### src/rtl/core/sha2_pkg.sv
// Shared constants and types for the SHA-256 / SHA-224 hash unit.
// Holds round constants, initial hash values and the sequencer-to-core command struct.
// No dependencies; compile first.
`default_nettype none

package sha2_pkg;

  localparam int unsigned WORD_W      = 32;
  localparam int unsigned HASH_WORDS  = 8;
  localparam int unsigned SCHED_DEPTH = 16;
  localparam int unsigned ROUNDS      = 64;
  localparam int unsigned ROUND_W     = 6;
  localparam int unsigned BYTE_CNT_W  = 61;
  localparam int unsigned BLK_CNT_W   = 4;
  localparam int unsigned CFG_ADDR_W  = 3;
  localparam int unsigned CFG_DATA_W  = 32;

  typedef logic [WORD_W-1:0]                  sha2_word_t;
  typedef logic [HASH_WORDS-1:0][WORD_W-1:0]  sha2_hash_t;

  // Register indexes of the configuration port
  localparam logic [0:0] REG_DIGEST_MODE = 1'b0;

  // Digest modes
  localparam logic MODE_SHA256 = 1'b0;
  localparam logic MODE_SHA224 = 1'b1;

  // Index of the final digest word per mode
  localparam logic [2:0] LAST_IDX_256 = 3'd7;
  localparam logic [2:0] LAST_IDX_224 = 3'd6;

  // Padding
  localparam logic [2:0]  FULL_BYTES = 3'd4;
  localparam logic [7:0]  PAD_BYTE   = 8'h80;
  localparam sha2_word_t  PAD_WORD   = 32'h8000_0000;
  localparam logic [BLK_CNT_W-1:0] LEN_HI_SLOT = 4'd14;
  localparam logic [BLK_CNT_W-1:0] BLOCK_END   = 4'd15;

  // Initial hash values, element 0 is H0
  localparam sha2_hash_t IV256 = {
    32'h5be0cd19, 32'h1f83d9ab, 32'h9b05688c, 32'h510e527f,
    32'ha54ff53a, 32'h3c6ef372, 32'hbb67ae85, 32'h6a09e667
  };
  localparam sha2_hash_t IV224 = {
    32'hbefa4fa4, 32'h64f98fa7, 32'h68581511, 32'hffc00b31,
    32'hf70e5939, 32'h3070dd17, 32'h367cd507, 32'hc1059ed8
  };

  // Round constants
  localparam sha2_word_t ROUND_K [ROUNDS] = '{
    32'h428a2f98, 32'h71374491, 32'hb5c0fbcf, 32'he9b5dba5,
    32'h3956c25b, 32'h59f111f1, 32'h923f82a4, 32'hab1c5ed5,
    32'hd807aa98, 32'h12835b01, 32'h243185be, 32'h550c7dc3,
    32'h72be5d74, 32'h80deb1fe, 32'h9bdc06a7, 32'hc19bf174,
    32'he49b69c1, 32'hefbe4786, 32'h0fc19dc6, 32'h240ca1cc,
    32'h2de92c6f, 32'h4a7484aa, 32'h5cb0a9dc, 32'h76f988da,
    32'h983e5152, 32'ha831c66d, 32'hb00327c8, 32'hbf597fc7,
    32'hc6e00bf3, 32'hd5a79147, 32'h06ca6351, 32'h14292967,
    32'h27b70a85, 32'h2e1b2138, 32'h4d2c6dfc, 32'h53380d13,
    32'h650a7354, 32'h766a0abb, 32'h81c2c92e, 32'h92722c85,
    32'ha2bfe8a1, 32'ha81a664b, 32'hc24b8b70, 32'hc76c51a3,
    32'hd192e819, 32'hd6990624, 32'hf40e3585, 32'h106aa070,
    32'h19a4c116, 32'h1e376c08, 32'h2748774c, 32'h34b0bcb5,
    32'h391c0cb3, 32'h4ed8aa4a, 32'h5b9cca4f, 32'h682e6ff3,
    32'h748f82ee, 32'h78a5636f, 32'h84c87814, 32'h8cc70208,
    32'h90befffa, 32'ha4506ceb, 32'hbef9a3f7, 32'hc67178f2
  };

  // Command from the padding sequencer to the compression core
  typedef struct packed {
    logic       push;   // shift one word into the schedule
    sha2_word_t word;   // word to shift in
    logic       start;  // begin 64 rounds on the current schedule
    logic       init;   // reload the chained hash with initial values
    logic       mode;   // mode that selects the initial values
  } sha2_cmd_t;

endpackage

`default_nettype wire

### src/rtl/core/sha2_ifs.sv
// Valid/ready channel interfaces for the hash unit: message words in, digest words out.
// Depends on sha2_pkg for the word type.
`default_nettype none

interface sha2_in_if;
  logic                valid;
  logic                ready;
  sha2_pkg::sha2_word_t msg_word;
  logic [2:0]          valid_bytes;
  logic                last_word;

  modport source (output valid, output msg_word, output valid_bytes, output last_word,
                  input ready);
  modport sink   (input valid, input msg_word, input valid_bytes, input last_word,
                  output ready);
endinterface

interface sha2_out_if;
  logic                valid;
  logic                ready;
  sha2_pkg::sha2_word_t digest_word;
  logic [2:0]          word_index;
  logic                last_digest;

  modport source (output valid, output digest_word, output word_index, output last_digest,
                  input ready);
  modport sink   (input valid, input digest_word, input word_index, input last_digest,
                  output ready);
endinterface

`default_nettype wire

### src/rtl/core/sha2_compress.sv
// SHA-256 compression core: 16-word schedule shift line, working variables and
// chained hash, one round per cycle on a single shared round datapath. Uses sha2_pkg.
`default_nettype none

module sha2_compress (
  input  wire                    clk,
  input  wire                    rst_n,
  input  wire sha2_pkg::sha2_cmd_t cmd,
  output logic                   done,
  output sha2_pkg::sha2_hash_t   chain
);

  typedef enum logic [2:0] {
    C_IDLE  = 3'b001,
    C_ROUND = 3'b010,
    C_FOLD  = 3'b100
  } core_state_t;

  core_state_t                        state_r, state_nxt;
  logic [sha2_pkg::ROUND_W-1:0]       round_r, round_nxt;
  sha2_pkg::sha2_hash_t               work_r, work_nxt;
  sha2_pkg::sha2_hash_t               chain_r;
  sha2_pkg::sha2_word_t               sched_r [sha2_pkg::SCHED_DEPTH];
  sha2_pkg::sha2_word_t               sched_new;
  sha2_pkg::sha2_word_t               t1, t2;

  function automatic sha2_pkg::sha2_word_t bsig0(sha2_pkg::sha2_word_t x);
    return {x[1:0], x[31:2]} ^ {x[12:0], x[31:13]} ^ {x[21:0], x[31:22]};
  endfunction

  function automatic sha2_pkg::sha2_word_t bsig1(sha2_pkg::sha2_word_t x);
    return {x[5:0], x[31:6]} ^ {x[10:0], x[31:11]} ^ {x[24:0], x[31:25]};
  endfunction

  function automatic sha2_pkg::sha2_word_t ssig0(sha2_pkg::sha2_word_t x);
    return {x[6:0], x[31:7]} ^ {x[17:0], x[31:18]} ^ (x >> 3);
  endfunction

  function automatic sha2_pkg::sha2_word_t ssig1(sha2_pkg::sha2_word_t x);
    return {x[16:0], x[31:17]} ^ {x[18:0], x[31:19]} ^ (x >> 10);
  endfunction

  // One round: t1/t2 and the next schedule word
  always_comb begin
    t1 = work_r[7] + bsig1(work_r[4])
       + (work_r[6] ^ (work_r[4] & (work_r[5] ^ work_r[6])))
       + sha2_pkg::ROUND_K[round_r] + sched_r[0];
    t2 = bsig0(work_r[0])
       + ((work_r[0] & work_r[1]) | (work_r[2] & (work_r[0] | work_r[1])));
    sched_new = ssig1(sched_r[14]) + sched_r[9] + ssig0(sched_r[1]) + sched_r[0];
  end

  // Sequence: idle, 64 rounds, fold into the chained hash
  always_comb begin
    state_nxt = state_r;
    round_nxt = round_r;
    work_nxt  = work_r;
    case (state_r)
      C_IDLE: begin
        if (cmd.start) begin
          state_nxt = C_ROUND;
          round_nxt = '0;
          work_nxt  = chain_r;
        end
      end
      C_ROUND: begin
        work_nxt[0] = t1 + t2;
        work_nxt[1] = work_r[0];
        work_nxt[2] = work_r[1];
        work_nxt[3] = work_r[2];
        work_nxt[4] = work_r[3] + t1;
        work_nxt[5] = work_r[4];
        work_nxt[6] = work_r[5];
        work_nxt[7] = work_r[6];
        round_nxt   = round_r + 1'b1;
        if (round_r == sha2_pkg::ROUND_W'(sha2_pkg::ROUNDS - 1)) begin
          state_nxt = C_FOLD;
        end
      end
      C_FOLD: begin
        state_nxt = C_IDLE;
      end
      default: begin
        state_nxt = C_IDLE;
        round_nxt = '0;
      end
    endcase
  end

  always_ff @(posedge clk) begin
    if (!rst_n) begin
      state_r <= C_IDLE;
      round_r <= '0;
    end else begin
      state_r <= state_nxt;
      round_r <= round_nxt;
    end
  end

  always_ff @(posedge clk) begin
    work_r <= work_nxt;
  end

  // Advance the schedule line on every pushed word and every round
  always_ff @(posedge clk) begin
    if (cmd.push || (state_r == C_ROUND)) begin
      for (int i = 0; i < sha2_pkg::SCHED_DEPTH - 1; i++) begin
        sched_r[i] <= sched_r[i+1];
      end
      sched_r[sha2_pkg::SCHED_DEPTH-1] <= cmd.push ? cmd.word : sched_new;
    end
  end

  // Chained hash: reload on init, add working variables after the last round
  always_ff @(posedge clk) begin
    if (!rst_n) begin
      chain_r <= sha2_pkg::IV256;
    end else if (cmd.init) begin
      chain_r <= (cmd.mode == sha2_pkg::MODE_SHA224) ? sha2_pkg::IV224 : sha2_pkg::IV256;
    end else if (state_r == C_FOLD) begin
      for (int i = 0; i < sha2_pkg::HASH_WORDS; i++) begin
        chain_r[i] <= chain_r[i] + work_r[i];
      end
    end
  end

  assign done  = (state_r == C_FOLD);
  assign chain = chain_r;

  a_fold_once: assert property (@(posedge clk) disable iff (!rst_n)
    (state_r == C_FOLD) |=> (state_r == C_IDLE))
    else $error("fold lasted more than one cycle");

  a_round_64: assert property (@(posedge clk) disable iff (!rst_n)
    (state_r == C_ROUND && round_r == sha2_pkg::ROUND_W'(sha2_pkg::ROUNDS - 1))
      |=> (state_r == C_FOLD))
    else $error("round 63 not followed by fold");

  a_round_idle: assert property (@(posedge clk) disable iff (!rst_n)
    (state_r != C_ROUND) |-> (round_r == '0) || (state_r == C_FOLD))
    else $error("round counter moved outside the round phase");

endmodule

`default_nettype wire

### src/rtl/core/sha256_sha224_hash_unit.sv
// Top level of the SHA-256 / SHA-224 hash unit: input handshake, padding sequencer,
// digest output register and configuration port. Uses sha2_pkg, sha2_ifs, sha2_compress.
//
//   port     | dir | what moves
//   ---------+-----+-----------------------------------------------------------
//   in_ch    | in  | message word, valid byte count, last-word flag
//   out_ch   | out | digest word, word position, final-word flag
//   cfg_*    | in  | APB write/read of digest_mode at byte address 0
//
// A word that does not complete a block only shifts into the schedule. A word that
// completes a block also starts the shared round datapath (64 rounds plus a fold).
// The last word adds the padding words and one or two blocks, then loads 8 (SHA-256)
// or 7 (SHA-224) digest words, one per output transfer.
// Reset is synchronous, active low; no clearing pass is needed after it.
// in_ch is ready only while the sequencer is idle; the output register lets the next
// message start while the final digest word still waits for its transfer.
`default_nettype none

module sha256_sha224_hash_unit (
  input  wire                                   clk,
  input  wire                                   rst_n,
  sha2_in_if.sink                               in_ch,
  sha2_out_if.source                            out_ch,
  input  wire                                   cfg_psel,
  input  wire                                   cfg_penable,
  input  wire                                   cfg_pwrite,
  input  wire  [sha2_pkg::CFG_ADDR_W-1:0]       cfg_paddr,
  input  wire  [sha2_pkg::CFG_DATA_W-1:0]       cfg_pwdata,
  output logic [sha2_pkg::CFG_DATA_W-1:0]       cfg_prdata,
  output logic                                  cfg_pready
);

  typedef enum logic [3:0] {
    S_IDLE = 4'b0001,
    S_PAD  = 4'b0010,
    S_COMP = 4'b0100,
    S_OUT  = 4'b1000
  } seq_state_t;

  seq_state_t                            state_r, state_nxt;
  logic                                  mode_r;
  logic [sha2_pkg::BYTE_CNT_W-1:0]       bytes_r, bytes_nxt;
  logic [sha2_pkg::BLK_CNT_W-1:0]        wib_r, wib_nxt;
  logic                                  pad_r, pad_nxt;
  logic                                  extra_r, extra_nxt;
  logic                                  len_hi_r, len_hi_nxt;
  logic                                  len_lo_r, len_lo_nxt;
  logic [2:0]                            idx_r, idx_nxt;
  logic                                  out_valid_r, out_valid_nxt;
  sha2_pkg::sha2_word_t                  out_word_r;
  logic [2:0]                            out_idx_r;
  logic                                  out_last_r;

  sha2_pkg::sha2_cmd_t                   cmd;
  sha2_pkg::sha2_hash_t                  chain;
  logic                                  core_done;

  logic                                  in_fire;
  logic                                  cfg_wr;
  logic                                  cfg_sel_mode;
  logic [2:0]                            nv_clamp;
  logic [2:0]                            last_idx;
  logic                                  out_load;
  logic                                  out_final;
  sha2_pkg::sha2_word_t                  in_word;
  sha2_pkg::sha2_word_t                  pad_word;

  // Keep the valid high-order bytes and place the pad byte right after them
  function automatic sha2_pkg::sha2_word_t pad_tail(sha2_pkg::sha2_word_t w,
                                                    logic [2:0] nv);
    sha2_pkg::sha2_word_t r;
    case (nv)
      3'd0:    r = sha2_pkg::PAD_WORD;
      3'd1:    r = {w[31:24], sha2_pkg::PAD_BYTE, 16'h0000};
      3'd2:    r = {w[31:16], sha2_pkg::PAD_BYTE, 8'h00};
      3'd3:    r = {w[31:8],  sha2_pkg::PAD_BYTE};
      default: r = w;
    endcase
    return r;
  endfunction

  sha2_compress u_compress (
    .clk   (clk),
    .rst_n (rst_n),
    .cmd   (cmd),
    .done  (core_done),
    .chain (chain)
  );

  // Configuration port
  assign cfg_pready   = 1'b1;
  assign cfg_sel_mode = (cfg_paddr[sha2_pkg::CFG_ADDR_W-1:2] == sha2_pkg::REG_DIGEST_MODE);
  assign cfg_wr       = cfg_psel && cfg_penable && cfg_pwrite && cfg_sel_mode;
  assign cfg_prdata   = cfg_sel_mode ? {{(sha2_pkg::CFG_DATA_W-1){1'b0}}, mode_r} : '0;

  always_ff @(posedge clk) begin
    if (!rst_n) begin
      mode_r <= sha2_pkg::MODE_SHA256;
    end else if (cfg_wr) begin
      mode_r <= cfg_pwdata[0];
    end
  end

  // Input side
  assign in_ch.ready = (state_r == S_IDLE);
  assign in_fire     = in_ch.valid && in_ch.ready;
  assign nv_clamp    = (in_ch.valid_bytes > sha2_pkg::FULL_BYTES) ? sha2_pkg::FULL_BYTES
                                                                   : in_ch.valid_bytes;
  assign in_word     = (in_ch.last_word && nv_clamp != sha2_pkg::FULL_BYTES)
                       ? pad_tail(in_ch.msg_word, nv_clamp) : in_ch.msg_word;

  // Padding word: pad word, zero fill, then the 64-bit bit length
  always_comb begin
    if (extra_r) begin
      pad_word = sha2_pkg::PAD_WORD;
    end else if (len_hi_r) begin
      pad_word = {bytes_r[28:0], 3'b000};
    end else if (wib_r == sha2_pkg::LEN_HI_SLOT) begin
      pad_word = bytes_r[60:29];
    end else begin
      pad_word = '0;
    end
  end

  // Output side
  assign last_idx  = (mode_r == sha2_pkg::MODE_SHA224) ? sha2_pkg::LAST_IDX_224
                                                       : sha2_pkg::LAST_IDX_256;
  assign out_load  = (state_r == S_OUT) && (!out_valid_r || out_ch.ready);
  assign out_final = out_load && (idx_r == last_idx);

  // Sequencer
  always_comb begin
    state_nxt     = state_r;
    bytes_nxt     = bytes_r;
    wib_nxt       = wib_r;
    pad_nxt       = pad_r;
    extra_nxt     = extra_r;
    len_hi_nxt    = len_hi_r;
    len_lo_nxt    = len_lo_r;
    idx_nxt       = idx_r;
    out_valid_nxt = out_valid_r;
    cmd           = '0;
    cmd.mode      = cfg_wr ? cfg_pwdata[0] : mode_r;

    if (out_ch.ready) begin
      out_valid_nxt = 1'b0;
    end

    case (state_r)
      S_IDLE: begin
        if (in_fire) begin
          cmd.push = 1'b1;
          cmd.word = in_word;
          wib_nxt  = wib_r + 1'b1;
          if (in_ch.last_word) begin
            bytes_nxt = bytes_r + sha2_pkg::BYTE_CNT_W'(nv_clamp);
            pad_nxt   = 1'b1;
            extra_nxt = (nv_clamp == sha2_pkg::FULL_BYTES);
          end else begin
            bytes_nxt = bytes_r + sha2_pkg::BYTE_CNT_W'(sha2_pkg::FULL_BYTES);
          end
          if (wib_r == sha2_pkg::BLOCK_END) begin
            cmd.start = 1'b1;
            state_nxt = S_COMP;
          end else if (in_ch.last_word) begin
            state_nxt = S_PAD;
          end
        end
      end
      S_PAD: begin
        cmd.push = 1'b1;
        cmd.word = pad_word;
        wib_nxt  = wib_r + 1'b1;
        if (extra_r) begin
          extra_nxt = 1'b0;
        end else if (len_hi_r) begin
          len_lo_nxt = 1'b1;
        end else if (wib_r == sha2_pkg::LEN_HI_SLOT) begin
          len_hi_nxt = 1'b1;
        end
        if (wib_r == sha2_pkg::BLOCK_END) begin
          cmd.start = 1'b1;
          state_nxt = S_COMP;
        end
      end
      S_COMP: begin
        if (core_done) begin
          if (len_lo_r) begin
            state_nxt = S_OUT;
          end else if (pad_r) begin
            state_nxt = S_PAD;
          end else begin
            state_nxt = S_IDLE;
          end
        end
      end
      S_OUT: begin
        if (out_load) begin
          out_valid_nxt = 1'b1;
          idx_nxt       = idx_r + 1'b1;
        end
        if (out_final) begin
          cmd.init   = 1'b1;
          state_nxt  = S_IDLE;
          idx_nxt    = '0;
          bytes_nxt  = '0;
          wib_nxt    = '0;
          pad_nxt    = 1'b0;
          extra_nxt  = 1'b0;
          len_hi_nxt = 1'b0;
          len_lo_nxt = 1'b0;
        end
      end
      default: begin
        state_nxt = S_IDLE;
      end
    endcase

    // Mode write reloads the initial hash and clears the byte count and block position
    if (cfg_wr) begin
      cmd.init  = 1'b1;
      bytes_nxt = '0;
      wib_nxt   = '0;
    end
  end

  always_ff @(posedge clk) begin
    if (!rst_n) begin
      state_r     <= S_IDLE;
      bytes_r     <= '0;
      wib_r       <= '0;
      pad_r       <= 1'b0;
      extra_r     <= 1'b0;
      len_hi_r    <= 1'b0;
      len_lo_r    <= 1'b0;
      idx_r       <= '0;
      out_valid_r <= 1'b0;
    end else begin
      state_r     <= state_nxt;
      bytes_r     <= bytes_nxt;
      wib_r       <= wib_nxt;
      pad_r       <= pad_nxt;
      extra_r     <= extra_nxt;
      len_hi_r    <= len_hi_nxt;
      len_lo_r    <= len_lo_nxt;
      idx_r       <= idx_nxt;
      out_valid_r <= out_valid_nxt;
    end
  end

  // Hold the digest word until its transfer
  always_ff @(posedge clk) begin
    if (out_load) begin
      out_word_r <= chain[idx_r];
      out_idx_r  <= idx_r;
      out_last_r <= (idx_r == last_idx);
    end
  end

  assign out_ch.valid       = out_valid_r;
  assign out_ch.digest_word = out_word_r;
  assign out_ch.word_index  = out_idx_r;
  assign out_ch.last_digest = out_last_r;

  a_done_in_comp: assert property (@(posedge clk) disable iff (!rst_n)
    core_done |-> (state_r == S_COMP))
    else $error("compression finished outside the wait state");

  a_last_pads: assert property (@(posedge clk) disable iff (!rst_n)
    (in_fire && in_ch.last_word && !cfg_wr) |=> pad_r)
    else $error("last word did not start padding");

  a_len_lo_slot: assert property (@(posedge clk) disable iff (!rst_n)
    (state_r == S_PAD && len_hi_r && !extra_r) |-> (wib_r == sha2_pkg::BLOCK_END))
    else $error("low length word not in the final schedule slot");

endmodule

`default_nettype wire
### src/flat_wrapper.sv
// flat-port wrapper written by rule: the top's interface ports become plain ports
module sha256_sha224_hash_unit_flat 
  (clk, rst_n, cfg_psel, cfg_penable, cfg_pwrite, cfg_paddr, cfg_pwdata, cfg_prdata, cfg_pready, in_ch_valid, in_ch_msg_word, in_ch_valid_bytes, in_ch_last_word, in_ch_ready, out_ch_valid, out_ch_digest_word, out_ch_word_index, out_ch_last_digest, out_ch_ready);
  sha2_in_if in_ch_i ();
  sha2_out_if out_ch_i ();
  input  wire clk;
  input  wire rst_n;
  input  wire cfg_psel;
  input  wire cfg_penable;
  input  wire cfg_pwrite;
  input  wire  [sha2_pkg::CFG_ADDR_W-1:0] cfg_paddr;
  input  wire  [sha2_pkg::CFG_DATA_W-1:0] cfg_pwdata;
  output logic [sha2_pkg::CFG_DATA_W-1:0] cfg_prdata;
  output logic cfg_pready;
  input wire logic [$bits(in_ch_i.valid)-1:0] in_ch_valid;
  input wire logic [$bits(in_ch_i.msg_word)-1:0] in_ch_msg_word;
  input wire logic [$bits(in_ch_i.valid_bytes)-1:0] in_ch_valid_bytes;
  input wire logic [$bits(in_ch_i.last_word)-1:0] in_ch_last_word;
  output wire logic [$bits(in_ch_i.ready)-1:0] in_ch_ready;
  output wire logic [$bits(out_ch_i.valid)-1:0] out_ch_valid;
  output wire logic [$bits(out_ch_i.digest_word)-1:0] out_ch_digest_word;
  output wire logic [$bits(out_ch_i.word_index)-1:0] out_ch_word_index;
  output wire logic [$bits(out_ch_i.last_digest)-1:0] out_ch_last_digest;
  input wire logic [$bits(out_ch_i.ready)-1:0] out_ch_ready;
  assign in_ch_i.valid = in_ch_valid;
  assign in_ch_i.msg_word = in_ch_msg_word;
  assign in_ch_i.valid_bytes = in_ch_valid_bytes;
  assign in_ch_i.last_word = in_ch_last_word;
  assign in_ch_ready = in_ch_i.ready;
  assign out_ch_valid = out_ch_i.valid;
  assign out_ch_digest_word = out_ch_i.digest_word;
  assign out_ch_word_index = out_ch_i.word_index;
  assign out_ch_last_digest = out_ch_i.last_digest;
  assign out_ch_i.ready = out_ch_ready;
  sha256_sha224_hash_unit u_core (.clk(clk), .rst_n(rst_n), .in_ch(in_ch_i), .out_ch(out_ch_i), .cfg_psel(cfg_psel), .cfg_penable(cfg_penable), .cfg_pwrite(cfg_pwrite), .cfg_paddr(cfg_paddr), .cfg_pwdata(cfg_pwdata), .cfg_prdata(cfg_prdata), .cfg_pready(cfg_pready));
endmodule
### config.mk
export PLATFORM = sky130hd
export DESIGN_NAME = sha256_sha224_hash_unit_flat
export DESIGN_NICKNAME = d
export VERILOG_FILES = /design/src/rtl/core/sha2_pkg.sv /design/src/rtl/core/sha2_ifs.sv /design/src/rtl/core/sha2_compress.sv /design/src/rtl/core/sha256_sha224_hash_unit.sv /design/src/flat_wrapper.sv
export SDC_FILE = /design/constraint.sdc
export NUM_CORES = 2
export LEC_CHECK = 0
export BUFFER_PORTS_ARGS = -buffer_cell sky130_fd_sc_hd__buf_2
export CORE_ASPECT_RATIO = 1.75
export CORE_MARGIN = 1
export CORE_UTILIZATION = 60
export DETAILED_ROUTE_END_ITERATION = 8
export GPL_TIMING_DRIVEN = 0
export HOLD_SLACK_MARGIN = 0.08
export PLACE_DENSITY_LB_ADDON = 0.08
export SYNTH_ARGS = -nofsm -noshare
export SYNTH_HDL_FRONTEND = slang
export SYNTH_SLANG_ARGS = --single-unit
### constraint.sdc
create_clock -name clk -period 28.4 [get_ports clk]
set_input_delay 2.84 -clock clk [delete_from_list [all_inputs] [get_ports clk]]
set_output_delay 2.84 -clock clk [all_outputs]
set_load 0.02 [all_outputs]
==> impl_metrics.tcl, run 1 <==
set metrics [dict create \
    syn-mean-instance-area_um2 10.16 \
    seq_area_frac_synth_pct 44.20 \
    synth.cell_area_mm2 0.07016 \
    grt_pass1_vias 65377 \
    clock_sinks 1147 \
    failing_step "5_1_grt" \
    pin_count_of_the_biggest_net_entering_global_routing 83 \
    boundaryPins 149 \
    gr-total-overflow 99 \
    clockRootBuffer "clkbuf_16" \
    die_width_um 260.5 \
    synth_cell_type_count 89 \
    synthArstFlopShare_pct 0 \
    number_of_flops_mapped_to_enable_cells_by_yosys 804 \
    cts_resized 0 \
    synthFlopType "edfxtp_1" \
    outcome "aborted with a tool error" \
    port_buffers 82 \
    hold_buffers 0 \
    cts_made_buffers 106 \
    initial_utilization_pct 60.58 \
    first_err "[ERROR GRT-0116] Global routing finished with congestion. Check the congestion regions in the DRC Viewer." \
    syn-instance-count 6904 \
    postCtsSetupBuffers 0 \
    synth-seq-cells 1147 \
    gp_congestion 1.152 \
    die_h_um 454.4 \
    maximum_level_of_the_cts_h_tree 3 \
    place.detailed.hpwl_mm 249.3 \
    yosys_warnings 0 \
    std_cell_rows 165 \
    grt_first_pass_wirelength_mm 521.3 \
    cts_buffer_depth 3 \
    groute.usage.overall_pct 63.54 \
]
stage by stage:
stage          util, %  instances  area (um2)  hold slack, ps  setup WS (ps)
3_5_place_dp     63.16       8546       73150           404.5          15940
2_1_floorplan        -       6934       70270           400.3          11700
4_1_cts          66.34       8746       76840           405.9          15970
3_3_place_gp     62.65       8519       72560           400.8           2611
synthesized netlist by cell type (all sizes together) (35+ instances only):
library cell / count / area [um2]
a21oi: 514 / 2572
o21a: 66 / 495.5
fa: 196 / 3924
clkbuf: 281 / 1056
buf: 75 / 411.6
xnor2: 418 / 3661
nor2: 368 / 1381
nand2: 1075 / 4035
a31oi: 59 / 369.1
nand2b: 65 / 406.6
edfxtp: 804 / 24140
dfxtp: 343 / 6867
nor2b: 62 / 387.9
a21o: 149 / 1119
inv: 260 / 975.9
mux4: 67 / 1509
or3: 40 / 250.2
a211oi: 85 / 638.1
o211ai: 68 / 510.5
o21bai: 52 / 390.4
nor3: 90 / 450.4
ha: 397 / 4967
nand3: 111 / 555.5
nand4: 35 / 219.0
o21ai: 481 / 2407
mux2: 53 / 596.8
xor2: 198 / 1734
logic make-up after synthesis:
group,count (synthesis),synth area share [%]
adders and majority gates,623,13.10
AOI/OAI and AO/OA,1762,15.70
and+or+nand+nor,1996,12.51
DFF,1147,44.20
other,2,0.01070
buffers and inverters,618,3.494
xor gates and xnor gates,616,7.690
muxes,140,3.287
metal layers:
metal / track usage (%) / GRT overflow
met2: 88.33 / 60
met1: 61.58 / 1
met4: 69.90 / 38
met3: 37.46 / 0
met5: 3.441 / 0
==> inputs of run 2 (changes only) <==
Settings changed: CORE_ASPECT_RATIO 1.75 to not set, CORE_UTILIZATION 60 to 40, HOLD_SLACK_MARGIN 0.08 to not set, PLACE_DENSITY_LB_ADDON 0.08 to 0.15.
==> impl_metrics.tcl, run 2 <==
set metrics [dict create \
    outcome "complete, but fails checks" \
    violations_in_the_final_reports "capacitance limit, slew limit" \
    boundaryPins 149 \
    clockRootBuffer "clkbuf_16" \
    critPathLaunch "u_core.u_compress.round_r[0]" \
    synth-seq-cells 1147 \
    gp_congestion 1.053 \
    synthArstFlopShare_pct 0 \
    die_h_um 420.8 \
    drt-total-wl_mm 295.9 \
    route.detailed.wl_per_inst_um 30.74 \
    firstDrtPassIters 8 \
    routed-via-count 57931 \
    core_mm2 0.1740 \
    pin_count_of_the_biggest_net_entering_global_routing 73 \
    cts_resized 0 \
    hold-worst-slack_ps 402.0 \
    final_min_period_over_clock_period_pct 46.04 \
    critical_path.n_buffers_inverters 4 \
    syn-instance-count 6904 \
    hold_buffers 0 \
    cts_tree "built" \
    worst_clock_skew_ps 57.79 \
    routed_via_density 6.018 \
    detailedRoute.firstIterationViolations 7729 \
    fin_util_pct 45.35 \
    antenna_violations_before_repair 21 \
    synth_top_cells_by_count "1075 x nand2_1, 804 x edfxtp_1, 514 x a21oi_1" \
    setup_failing_eps_final 0 \
    cts_made_buffers 136 \
    worst_setup_path_end_kind "flop" \
    setup_total_negative_slack_ps 0 \
    power_leakage_nw 30.04 \
    critical_path.most_common_cell "fa_1" \
    initial_utilization_pct 40.32 \
    worst-path-max-fanout 11 \
    number_of_flops_mapped_to_enable_cells_by_yosys 804 \
    synth.cell_area_mm2 0.07016 \
    min_period_ps 13070 \
    groute.usage.overall_pct 32.94 \
    worstSetupPathType "reg -> reg" \
    synth.top_cells.by_area "edfxtp_1 34%, dfxtp_1 9.8%, ha_1 7.1%" \
    critical_path_arrival_ps 13600 \
    clock_sinks 1147 \
    area_growth_syn_to_layout_pct 12.49 \
    antenna_left 0 \
    required_ps 28930 \
    max-slew-margin-rel_pct -12.20 \
    design.final.nets 7851 \
    achievable-frequency_mhz 76.48 \
    grt_pass1_vias 53084 \
    die_width_um 420.8 \
    min-delay-path-class "reg -> reg" \
    drc_errors 0 \
    seq_area_frac_synth_pct 44.20 \
    layout_commonest_cell "nand2_1" \
    synth.top_cell.area_share_pct 34.41 \
    synth_most_common_cell "nand2_1" \
    startpoint_type "flop" \
    maximum_level_of_the_cts_h_tree 4 \
    fp.dieArea_mm2 0.1771 \
    place.detailed.hpwl_mm 228.7 \
    grt_first_pass_wirelength_mm 407.2 \
    critical_path.max_stage_delay_ps 960 \
    rsz0062_at_grt "no" \
    max_cap_viol_count 15 \
    synthFlopType "edfxtp_1" \
    worst_pin_slew_ps 1683 \
    synth_cell_type_count 89 \
    slew_viol_final 138 \
    hold_vio_cnt_final 0 \
    layout.filler_cells 16619 \
    syn-mean-instance-area_um2 10.16 \
    std_cell_rows 153 \
    cp_slowest_cell "o311ai_0" \
    regMostFlops "u_core.u_compress.sched_r" \
    largest_register_ff_count 512 \
    postCtsSetupBuffers 0 \
    layout-drive-gt1-share_pct 7.296 \
    timing.rr.start "u_core.u_compress.round_r[0]" \
    port_buffers 82 \
    gr-total-overflow 0 \
    netlist.top_cell.by_area "edfxtp_1" \
    pwr_density_cell_mw_per_mm2 129.4 \
    irDropWorstVdd_mv 0.3100 \
    cts_buffer_depth 3 \
    timing.hold.worst.start "u_core.u_compress.sched_r[1][179]" \
    most-common-layout-cells "1074 x nand2_1, 804 x edfxtp_1, 513 x a21oi_1, 481 x o21ai_0, 418 x xnor2_1" \
    yosys_warnings 0 \
    gate_family_responsible_for_the_most_delay_along_the_worst_path "compound AO/OA/AOI/OAI gates" \
    worstSkewPairLatency_ps 820 \
    cts.clk_slew.worst_paths_ps 60 \
]
-- run 2: cell counts after synthesis --
Identical to the previous run, type by type.
-- run 2: stage by stage --
stage	std cells	cell area, um2	total power (W)	setup WS (ps)
3_3_place_gp	9341	73590	0.008478	1636
2_1_floorplan	6934	70270	0.006485	11700
5_1_grt	9617	78900	0.01080	15060
4_1_cts	9617	78890	0.01013	15580
3_5_place_dp	9367	74230	0.008246	15660
6_report	9627	78920	0.01021	15330
-- run 2: worst paths after layout --
kind	end	slack [ps]	depth (start not counted)
max	u_core.u_compress.work_r[31]	15330	35
min	u_core.u_compress.sched_r[1][147]	400	0
max reg2reg	u_core.u_compress.work_r[31]	15330	35
min reg2reg	u_core.u_compress.sched_r[1][147]	400	0
-- run 2: worst reg2reg max path: cells and delay by family (launching register included) --
family	cells	cell delay, ps
flops	1	500
buf+inv	4	1770
fa+ha+maj	7	3310
compound gates	14	4460
xor+xnor	3	910
simple gates	7	1840
-- run 2: final cells by class --
cell class              instances  area [um2]  area share, %
clock inverters                67       934.6          1.184
diodes                         10       25.02        0.03171
clock buffers                 183        3730          4.726
well taps                    2325        2909          3.686
flip-flops and latches       1147       31010          39.29
inverters                     262       983.4          1.246
repair buffers                108       991.0          1.256
plain buffers                 356        1491          1.890
multi-input cells            5169       36850          46.69
-- run 2: cell families after synthesis --
| logic type | share of synthesized area [%] |
|---|---|
| xor gates and xnor gates | 7.690 |
| DFF | 44.20 |
| and+or+nand+nor | 12.51 |
| adders and majority gates | 13.10 |
| AOI/OAI and AO/OA | 15.70 |
| other | 0.01070 |
| buffers and inverters | 3.494 |
| muxes | 3.287 |
-- run 2: routing by layer --
metal	vias up	part of all wire (%)	GRT usage, %	wire [um]
met5	-	0.020	0	58
met4	10	4.4	13.53	13040
li1	25419	-	-	-
met1	28816	44	47.63	130200
met3	492	11	8.534	31510
met2	3194	41	46.35	121100
-- run 2: power by group --
group	switching (W)	internal, W	leakage (nW)
combinational	0.00358	0.00210	17.5
clock	0.000782	0.00105	2.25
sequential	0.000268	0.00243	10.3
No activity file was read; power rests on OpenSTA's default activity.
